==> src/design/activation_function_unit_macros.svh <==
// Assertion macros for the activation function unit.
// Used by activation_function_unit.sv; needs clk and rst in scope.
`ifndef ACTIVATION_FUNCTION_UNIT_MACROS_SVH
`define ACTIVATION_FUNCTION_UNIT_MACROS_SVH
`ifndef SYNTH
`define AFU_ASSERT_IMP(lbl, pre, post) \
  lbl: assert property (@(posedge clk) disable iff (rst) (pre) |-> (post)) \
    else $error("activation_function_unit: assertion failed");
`define AFU_ASSERT_NXT(lbl, pre, post) \
  lbl: assert property (@(posedge clk) disable iff (rst) (pre) |=> (post)) \
    else $error("activation_function_unit: assertion failed");
`else
`define AFU_ASSERT_IMP(lbl, pre, post)
`define AFU_ASSERT_NXT(lbl, pre, post)
`endif
`endif

==> src/design/afu_pkg.sv <==
// Shared types for the activation function unit.
// No dependencies.
package afu_pkg;

  typedef enum logic [1:0] {
    OP_RELU    = 2'd0,
    OP_TANH    = 2'd1,
    OP_SIGMOID = 2'd2
  } op_t;

  // Control that rides along with each sample through the pipeline.
  typedef struct packed {
    logic vld;
    op_t  op;
    logic last;
    logic neg;
  } ctl_t;

endpackage

==> src/design/afu_front.sv <==
// Front stages: sigmoid prescale, clamp, square, numerator and divisor.
// Depends on afu_pkg.
module afu_front #(
  parameter int DATA_WIDTH = 16,
  parameter int FRAC_BITS  = 10
) (
  input  logic                          clk,
  input  logic                          rst,
  input  logic                          en,
  input  afu_pkg::ctl_t                 ctl_in,
  input  logic signed [DATA_WIDTH-1:0]  x_in,
  output afu_pkg::ctl_t                 ctl_out,
  output logic signed [DATA_WIDTH-1:0]  x_out,
  output logic [2*FRAC_BITS+6:0]        num,
  output logic [FRAC_BITS+6:0]          den
);
  import afu_pkg::*;

  localparam int MAG_W = FRAC_BITS + 2;
  localparam int SQ_W  = FRAC_BITS + 4;
  localparam int T_W   = FRAC_BITS + 6;
  localparam int NUM_W = 2 * FRAC_BITS + 7;
  localparam int DEN_W = FRAC_BITS + 7;
  localparam int XW    = ((DATA_WIDTH > FRAC_BITS + 3) ? DATA_WIDTH : FRAC_BITS + 3) + 1;
  localparam logic signed [XW-1:0] LIM = XW'(3 * (2 ** FRAC_BITS));
  localparam logic [T_W-1:0]       K27 = T_W'(27 * (2 ** FRAC_BITS));

  // stage a: clamp and magnitude
  ctl_t                         ctl_a;
  logic signed [DATA_WIDTH-1:0] x_a;
  logic [MAG_W-1:0]             mag_a;
  // stage b: square
  ctl_t                         ctl_b;
  logic signed [DATA_WIDTH-1:0] x_b;
  logic [MAG_W-1:0]             mag_b;
  logic [SQ_W-1:0]              s_b;

  logic signed [DATA_WIDTH-1:0] h;
  logic signed [XW-1:0]         xe;
  logic signed [XW-1:0]         c;
  logic signed [XW-1:0]         abs_c;
  logic [2*MAG_W-1:0]           sq;
  logic [T_W-1:0]               t;
  logic [MAG_W+T_W-1:0]         prod;
  ctl_t                         ctl_a_next;

  always_comb begin
    // sigmoid works on tanh of x/2, floored
    h  = (ctl_in.op == OP_SIGMOID) ? (x_in >>> 1) : x_in;
    xe = XW'(h);
    if (xe > LIM) begin
      c = LIM;
    end else if (xe < -LIM) begin
      c = -LIM;
    end else begin
      c = xe;
    end
    abs_c = c[XW-1] ? -c : c;
    ctl_a_next     = ctl_in;
    ctl_a_next.neg = c[XW-1];
  end

  assign sq   = mag_a * mag_a;
  assign t    = K27 + T_W'(s_b);
  assign prod = mag_b * t;

  always_ff @(posedge clk) begin
    if (rst) begin
      ctl_a   <= '0;
      ctl_b   <= '0;
      ctl_out <= '0;
    end else if (en) begin
      ctl_a   <= ctl_a_next;
      ctl_b   <= ctl_a;
      ctl_out <= ctl_b;
    end
  end

  always_ff @(posedge clk) begin
    if (en) begin
      x_a   <= x_in;
      mag_a <= abs_c[MAG_W-1:0];
      x_b   <= x_a;
      mag_b <= mag_a;
      s_b   <= sq[FRAC_BITS +: SQ_W];
      x_out <= x_b;
      num   <= prod[NUM_W-1:0];
      den   <= DEN_W'(K27) + (DEN_W'(s_b) << 3) + DEN_W'(s_b);
    end
  end

endmodule

==> src/design/afu_div_cell.sv <==
// One restoring-division cell: decides one quotient bit per cycle while en is high.
// Depends on afu_pkg.
module afu_div_cell #(
  parameter int DATA_WIDTH = 16,
  parameter int FRAC_BITS  = 10,
  parameter int SHIFT      = 0
) (
  input  logic                          clk,
  input  logic                          rst,
  input  logic                          en,
  input  afu_pkg::ctl_t                 ctl_in,
  input  logic signed [DATA_WIDTH-1:0]  x_in,
  input  logic [2*FRAC_BITS+6:0]        rem_in,
  input  logic [FRAC_BITS+6:0]          den_in,
  input  logic [FRAC_BITS+1:0]          q_in,
  output afu_pkg::ctl_t                 ctl_out,
  output logic signed [DATA_WIDTH-1:0]  x_out,
  output logic [2*FRAC_BITS+6:0]        rem_out,
  output logic [FRAC_BITS+6:0]          den_out,
  output logic [FRAC_BITS+1:0]          q_out
);
  import afu_pkg::*;

  localparam int NUM_W = 2 * FRAC_BITS + 7;
  localparam int DEN_W = FRAC_BITS + 7;
  localparam int QB    = FRAC_BITS + 2;
  localparam int CW    = DEN_W + QB;

  logic [CW-1:0]    trial;
  logic [CW-1:0]    diff;
  logic             ge;
  logic [QB-1:0]    q_next;

  always_comb begin
    trial  = CW'(den_in) << SHIFT;
    ge     = CW'(rem_in) >= trial;
    diff   = CW'(rem_in) - trial;
    q_next = q_in;
    q_next[SHIFT] = ge;
  end

  always_ff @(posedge clk) begin
    if (rst) begin
      ctl_out <= '0;
    end else if (en) begin
      ctl_out <= ctl_in;
    end
  end

  always_ff @(posedge clk) begin
    if (en) begin
      x_out   <= x_in;
      den_out <= den_in;
      rem_out <= ge ? diff[NUM_W-1:0] : rem_in;
      q_out   <= q_next;
    end
  end

endmodule

==> src/design/afu_back.sv <==
// Output stage: sign, sigmoid offset, relu, op select and saturation.
// Depends on afu_pkg.
module afu_back #(
  parameter int DATA_WIDTH = 16,
  parameter int FRAC_BITS  = 10
) (
  input  logic                          clk,
  input  logic                          rst,
  input  logic                          en,
  input  afu_pkg::ctl_t                 ctl_in,
  input  logic signed [DATA_WIDTH-1:0]  x_in,
  input  logic [FRAC_BITS+1:0]          q_in,
  output afu_pkg::ctl_t                 ctl_out,
  output logic signed [DATA_WIDTH-1:0]  y
);
  import afu_pkg::*;

  localparam int RW = ((DATA_WIDTH > FRAC_BITS + 4) ? DATA_WIDTH : FRAC_BITS + 4) + 1;
  localparam logic signed [RW-1:0] ONE_R = RW'(2 ** FRAC_BITS);
  localparam logic signed [RW-1:0] HI    = {{(RW - DATA_WIDTH + 1){1'b0}},
                                            {(DATA_WIDTH - 1){1'b1}}};
  localparam logic signed [RW-1:0] LO    = ~HI;

  logic signed [RW-1:0] tq;
  logic signed [RW-1:0] th;
  logic signed [RW-1:0] sum;
  logic signed [RW-1:0] xe;
  logic signed [RW-1:0] sel;
  logic signed [RW-1:0] sat;

  always_comb begin
    tq  = RW'(q_in);
    th  = ctl_in.neg ? -tq : tq;
    sum = th + ONE_R;
    xe  = RW'(x_in);
    unique case (ctl_in.op)
      OP_RELU:    sel = xe[RW-1] ? '0 : xe;
      OP_TANH:    sel = th;
      OP_SIGMOID: sel = sum >>> 1;
      default:    sel = '0;
    endcase
    if (sel > HI) begin
      sat = HI;
    end else if (sel < LO) begin
      sat = LO;
    end else begin
      sat = sel;
    end
  end

  always_ff @(posedge clk) begin
    if (rst) begin
      ctl_out <= '0;
    end else if (en) begin
      ctl_out <= ctl_in;
    end
  end

  always_ff @(posedge clk) begin
    if (en) begin
      y <= sat[DATA_WIDTH-1:0];
    end
  end

endmodule

==> src/design/activation_function_unit.sv <==
// Activation function unit: relu, rational tanh and sigmoid on Q-format samples.
// Pipeline: 3 front stages, FRAC_BITS+2 divider cells, 1 output register.
// Throughput one transfer per cycle when the output is not stalled.
// The whole pipeline advances together; a stalled output freezes every stage.
// Synchronous active-high rst clears all valid/control flags; data regs are not reset.
// Depends on afu_pkg, afu_front, afu_div_cell, afu_back and the macros header.
`include "activation_function_unit_macros.svh"
module activation_function_unit #(
  parameter int DATA_WIDTH = 16,
  parameter int FRAC_BITS  = 10
) (
  input  logic                                   clk,
  input  logic                                   rst,
  // input stream
  input  logic                                   s_axis_tvalid,
  output logic                                   s_axis_tready,
  input  logic [((DATA_WIDTH + 7) / 8) * 8 - 1:0] s_axis_tdata,  // [DATA_WIDTH-1:0] x_value
  input  logic [1:0]                             s_axis_tuser,  // [1:0] op
  input  logic                                   s_axis_tlast,  // last_in
  // output stream
  output logic                                   m_axis_tvalid,
  input  logic                                   m_axis_tready,
  output logic [((DATA_WIDTH + 7) / 8) * 8 - 1:0] m_axis_tdata,  // [DATA_WIDTH-1:0] y_value
  output logic                                   m_axis_tlast   // last_out
);
  import afu_pkg::*;

  localparam int BUS_W = ((DATA_WIDTH + 7) / 8) * 8;
  localparam int NUM_W = 2 * FRAC_BITS + 7;
  localparam int DEN_W = FRAC_BITS + 7;
  localparam int QB    = FRAC_BITS + 2;  // quotient bits, one divider cell each

  // Global advance: every stage moves when the output register is empty or drained.
  logic en;

  ctl_t                         ctl_in;
  ctl_t                         ctl_out;
  logic signed [DATA_WIDTH-1:0] y;

  // Divider chain taps: index 0 is the front output, index QB the last cell.
  ctl_t                         ctl_c [QB+1];
  logic signed [DATA_WIDTH-1:0] x_c   [QB+1];
  logic [NUM_W-1:0]             rem_c [QB+1];
  logic [DEN_W-1:0]             den_c [QB+1];
  logic [QB-1:0]                q_c   [QB+1];

  assign en            = !ctl_out.vld || m_axis_tready;
  assign s_axis_tready = en;

  always_comb begin
    ctl_in.vld  = s_axis_tvalid;
    ctl_in.op   = op_t'(s_axis_tuser);
    ctl_in.last = s_axis_tlast;
    ctl_in.neg  = 1'b0;  // filled in after the clamp
  end

  afu_front #(
    .DATA_WIDTH (DATA_WIDTH),
    .FRAC_BITS  (FRAC_BITS)
  ) u_front (
    .clk     (clk),
    .rst     (rst),
    .en      (en),
    .ctl_in  (ctl_in),
    .x_in    (s_axis_tdata[DATA_WIDTH-1:0]),
    .ctl_out (ctl_c[0]),
    .x_out   (x_c[0]),
    .num     (rem_c[0]),
    .den     (den_c[0])
  );

  assign q_c[0] = '0;

  // Quotient bits are resolved MSB first, one per cell.
  for (genvar i = 0; i < QB; i++) begin : g_cell
    afu_div_cell #(
      .DATA_WIDTH (DATA_WIDTH),
      .FRAC_BITS  (FRAC_BITS),
      .SHIFT      (QB - 1 - i)
    ) u_cell (
      .clk     (clk),
      .rst     (rst),
      .en      (en),
      .ctl_in  (ctl_c[i]),
      .x_in    (x_c[i]),
      .rem_in  (rem_c[i]),
      .den_in  (den_c[i]),
      .q_in    (q_c[i]),
      .ctl_out (ctl_c[i+1]),
      .x_out   (x_c[i+1]),
      .rem_out (rem_c[i+1]),
      .den_out (den_c[i+1]),
      .q_out   (q_c[i+1])
    );
  end

  afu_back #(
    .DATA_WIDTH (DATA_WIDTH),
    .FRAC_BITS  (FRAC_BITS)
  ) u_back (
    .clk     (clk),
    .rst     (rst),
    .en      (en),
    .ctl_in  (ctl_c[QB]),
    .x_in    (x_c[QB]),
    .q_in    (q_c[QB]),
    .ctl_out (ctl_out),
    .y       (y)
  );

  assign m_axis_tvalid = ctl_out.vld;
  assign m_axis_tdata  = BUS_W'($unsigned(y));
  assign m_axis_tlast  = ctl_out.last;

  // Division is complete: leftover remainder is below the divisor.
  `AFU_ASSERT_IMP(a_rem_below_den, ctl_c[QB].vld, rem_c[QB] < NUM_W'(den_c[QB]))
  // Relu never yields a negative result.
  `AFU_ASSERT_IMP(a_relu_nonneg, ctl_out.vld && ctl_out.op == OP_RELU, !y[DATA_WIDTH-1])
  // Unused op code gives zero.
  `AFU_ASSERT_IMP(a_unused_zero,
                  ctl_out.vld && ctl_out.op != OP_RELU && ctl_out.op != OP_TANH &&
                  ctl_out.op != OP_SIGMOID, y == '0)
  // A stall freezes the chain, so the item behind the output is not dropped.
  `AFU_ASSERT_NXT(a_chain_holds, ctl_out.vld && !m_axis_tready && ctl_c[QB].vld, ctl_c[QB].vld)

endmodule
==> config.mk <==
export PLATFORM = sky130hd
export DESIGN_NAME = activation_function_unit
export DESIGN_NICKNAME = d
export VERILOG_FILES = /design/src/design/afu_pkg.sv /design/src/design/afu_front.sv /design/src/design/afu_div_cell.sv /design/src/design/afu_back.sv /design/src/design/activation_function_unit.sv
export VERILOG_INCLUDE_DIRS = /design/src /design/src/design
export SDC_FILE = /design/constraint.sdc
export NUM_CORES = 2
export LEC_CHECK = 0
export BUFFER_PORTS_ARGS = -buffer_cell sky130_fd_sc_hd__buf_4
export CAP_MARGIN = 20
export CORE_MARGIN = 3
export CORE_UTILIZATION = 53
export DETAILED_ROUTE_END_ITERATION = 8
export HOLD_SLACK_MARGIN = 0.12
export PLACE_DENSITY = 0.69
export RECOVER_POWER = 25
export REMOVE_ABC_BUFFERS = 1
export SLEW_MARGIN = 20
export SYNTH_ARGS = -nofsm -noshare
export SYNTH_HDL_FRONTEND = slang
export SYNTH_SLANG_ARGS = --single-unit
==> constraint.sdc <==
create_clock -name clk -period 58.6 [get_ports clk]
set_input_delay 8.79 -clock clk [delete_from_list [all_inputs] [get_ports clk]]
set_output_delay 8.79 -clock clk [all_outputs]
set_load 0.005 [all_outputs]
==> results.yml <==
die:
  ioPinCount: 42
  core_mm2: 0.101
  chipWidth_um: 325
  die-height_um: 325
  rows: 116
  die_area_mm2: 0.106
  start_util: 0.536
clocking:
  insertion_delay_ps: 690
  cts_setup_buffers: 0
  clock_path_buffers: 3
  root_buffer: "clkbuf_16"
  hold_buffers: 0
  cts_sinks: 977
  path_clk_slew_ps: 60
  htree_levels: 3
  tritoncts: "yes"
  cts_inserted_buffers: 98
  cts_resized: 0
timing:
  max_freq_mhz: 53.7
  layout_min_cycle_time_ps: 18640
  setup_viol: 0
  relSlewSlack: 0.232
  rsz0062_at_grt: "false"
  hold_viol: 0
  drv_slew: 0
  tns_ps: 0
  tightestPinTransition_ps: 1140
  fin_skew_ps: 52.9
  finalCritPeriodShare: 0.318
grt:
  antenna_found_initial: 0
  grt_usage: 0.182
  overflow: 0
  grt_pass1_wl_mm: 160
  grt_pass1_vias: 33000
  grt_max_degree: 220
place:
  place_hpwl_mm: 68.0
  numPortBuffers: 41
  gp_congestion: 0.874
drt:
  routedWlPerCell_um: 15.4
  vias_per_cell: 5.31
  first_pass_iters: 5
  drtIter0Drc: 2075
  detail-route-antenna-nets: 0
  vias: 32400
  drc: 0
  wl_mm: 94.1
logic_synthesis:
  async_flop_share: 0
  yosysWarningCount: 0
  synth_top_flop_cell: "edfxtp_1"
  syn_avg_cell_area_um2: 11.7
  synth_seq_cells: 977
  ys_types: 78
  netlist_area_mm2: 0.0539
  synth_edf_count: 900
  synthCells: 4607
  ys_seq_area_frac: 0.530
setup_path:
  arrival_ps: 9850
  crit_path_max_fanout: 119
  critical_path_class: "in -> out"
  startpoint_type: "primary input"
  worstSetupEndpointType: "primary output"
  worstPathRequired_ps: 49810
job:
  max_cap_viol_count: 0
status:
  outcome: "completed"
finish:
  syn_to_final_growth_pct: 9.43
  final_common_cell: "edfxtp_1"
  drive_gt1_frac: 0.0650
  fin_nets: 5258
  num_antenna_cells: 0
  layout_common_cells: "edfxtp_1, inv_1, nand2_1"
  fill_cells: 8118
worst_hold_path:
  min_path_type: "reg -> reg"
[Yosys cell counts, drive strengths merged (14+ instances only)]
library cell	number	area [um2]
edfxtp	900	27000
inv	603	2260
nand2	481	1810
ha	352	4400
a21oi	314	1580
fa	232	4640
nor2	223	837
o21ai	183	923
xnor2	146	1280
and2	117	732
clkbuf	101	379
xor2	97	850
dfxtp	77	1540
a21o	76	571
nor3	71	355
nand2b	60	375
mux2	58	676
nor2b	54	338
nand3	50	250
nand4	35	219
o21a	35	263
o31ai	29	218
or3	27	179
a211oi	20	150
nor4	20	125
a21boi	18	135
mux2i	17	170
or2	16	100
and3	15	93.8
a31oi	14	87.6
[cell type report]
type,instances,area (um2),share of cell area
inverter,605,2280,0.0386
timing repair buffer,57,440,0.00746
tap,1357,1700,0.0288
sequential,977,28600,0.484
clock inverter,49,608,0.0103
multi-input combinational,2912,22700,0.384
clock buffer,136,2750,0.0466
[cell families (layout without fill, tap and decap cells)]
logic type | after synthesis | in the layout | synth area share
and+or+nand+nor | 1215 | 1215 | 0.108
xor gates and xnor gates | 243 | 243 | 0.0395
adders and majority gates | 584 | 584 | 0.168
muxes | 75 | 75 | 0.0157
buffers and inverters | 718 | 847 | 0.0506
DFF | 977 | 977 | 0.530
AOI/OAI and AO/OA | 795 | 795 | 0.0892
[metrics by stage]
step | std cells | utilization | hold WS [ps] | area, um2 | setup WS, ps
floorplan | 4494 | - | 400 | 53500 | 26660
global placement | 5908 | 0.553 | 400 | 55600 | 39960
detailed placement | 5908 | 0.553 | 405 | 55600 | 39950
CTS | 6093 | 0.587 | 385 | 59000 | 39950
global route | 6093 | 0.587 | 385 | 59000 | 39840
finish | 6093 | 0.587 | 391 | 59000 | 39960
[layer usage]
metal | vias up | track usage | share of wire
met5 | - | 0 | 0
met4 | 0 | 0.0718 | 0.036
met3 | 198 | 0.0244 | 0.035
met2 | 522 | 0.329 | 0.51
met1 | 15600 | 0.221 | 0.42
li1 | 16100 | - | -
[sequential cells by signal, summed over array words and instances, names as in the netlist]
| register | cells |
|---|---|
| g_cell.u_cell.rem_out | 297 |
| g_cell.u_cell.x_out | 192 |
| g_cell.u_cell.den_out | 187 |
| g_cell.u_cell.q_out | 78 |
| g_cell.u_cell.ctl_out | 60 |
| u_front.num | 27 |
| u_front.den | 17 |
| u_back.y | 16 |
| u_front.x_a | 16 |
| u_front.x_b | 16 |
| u_front.x_out | 16 |
| u_front.s_b | 14 |
| u_front.mag_a | 12 |
| u_front.mag_b | 12 |
| u_front.ctl_a | 5 |
| u_front.ctl_b | 5 |
| u_front.ctl_out | 5 |
| u_back.ctl_out | 2 |
[final timing paths]
path	startpoint	endpoint	slack [ps]	cells after the start
max	m_axis_tready	s_axis_tready	39960	4
min reg2reg	g_cell[6].u_cell.x_out[8]	g_cell[7].u_cell.x_out[8]	390	0
min	g_cell[6].u_cell.x_out[8]	g_cell[7].u_cell.x_out[8]	390	0
max reg2reg	u_front.s_b[10]	u_front.num[26]	51250	21
[worst max-delay path: stages]
cell	delay [ps]
buf_4	90
nor2b_4	50
inv_8	430
buf_4	270
Power is left out: the tool's default activity adds up to more than one toggle a clock period on the data nets, which glitch-free logic cannot reach.
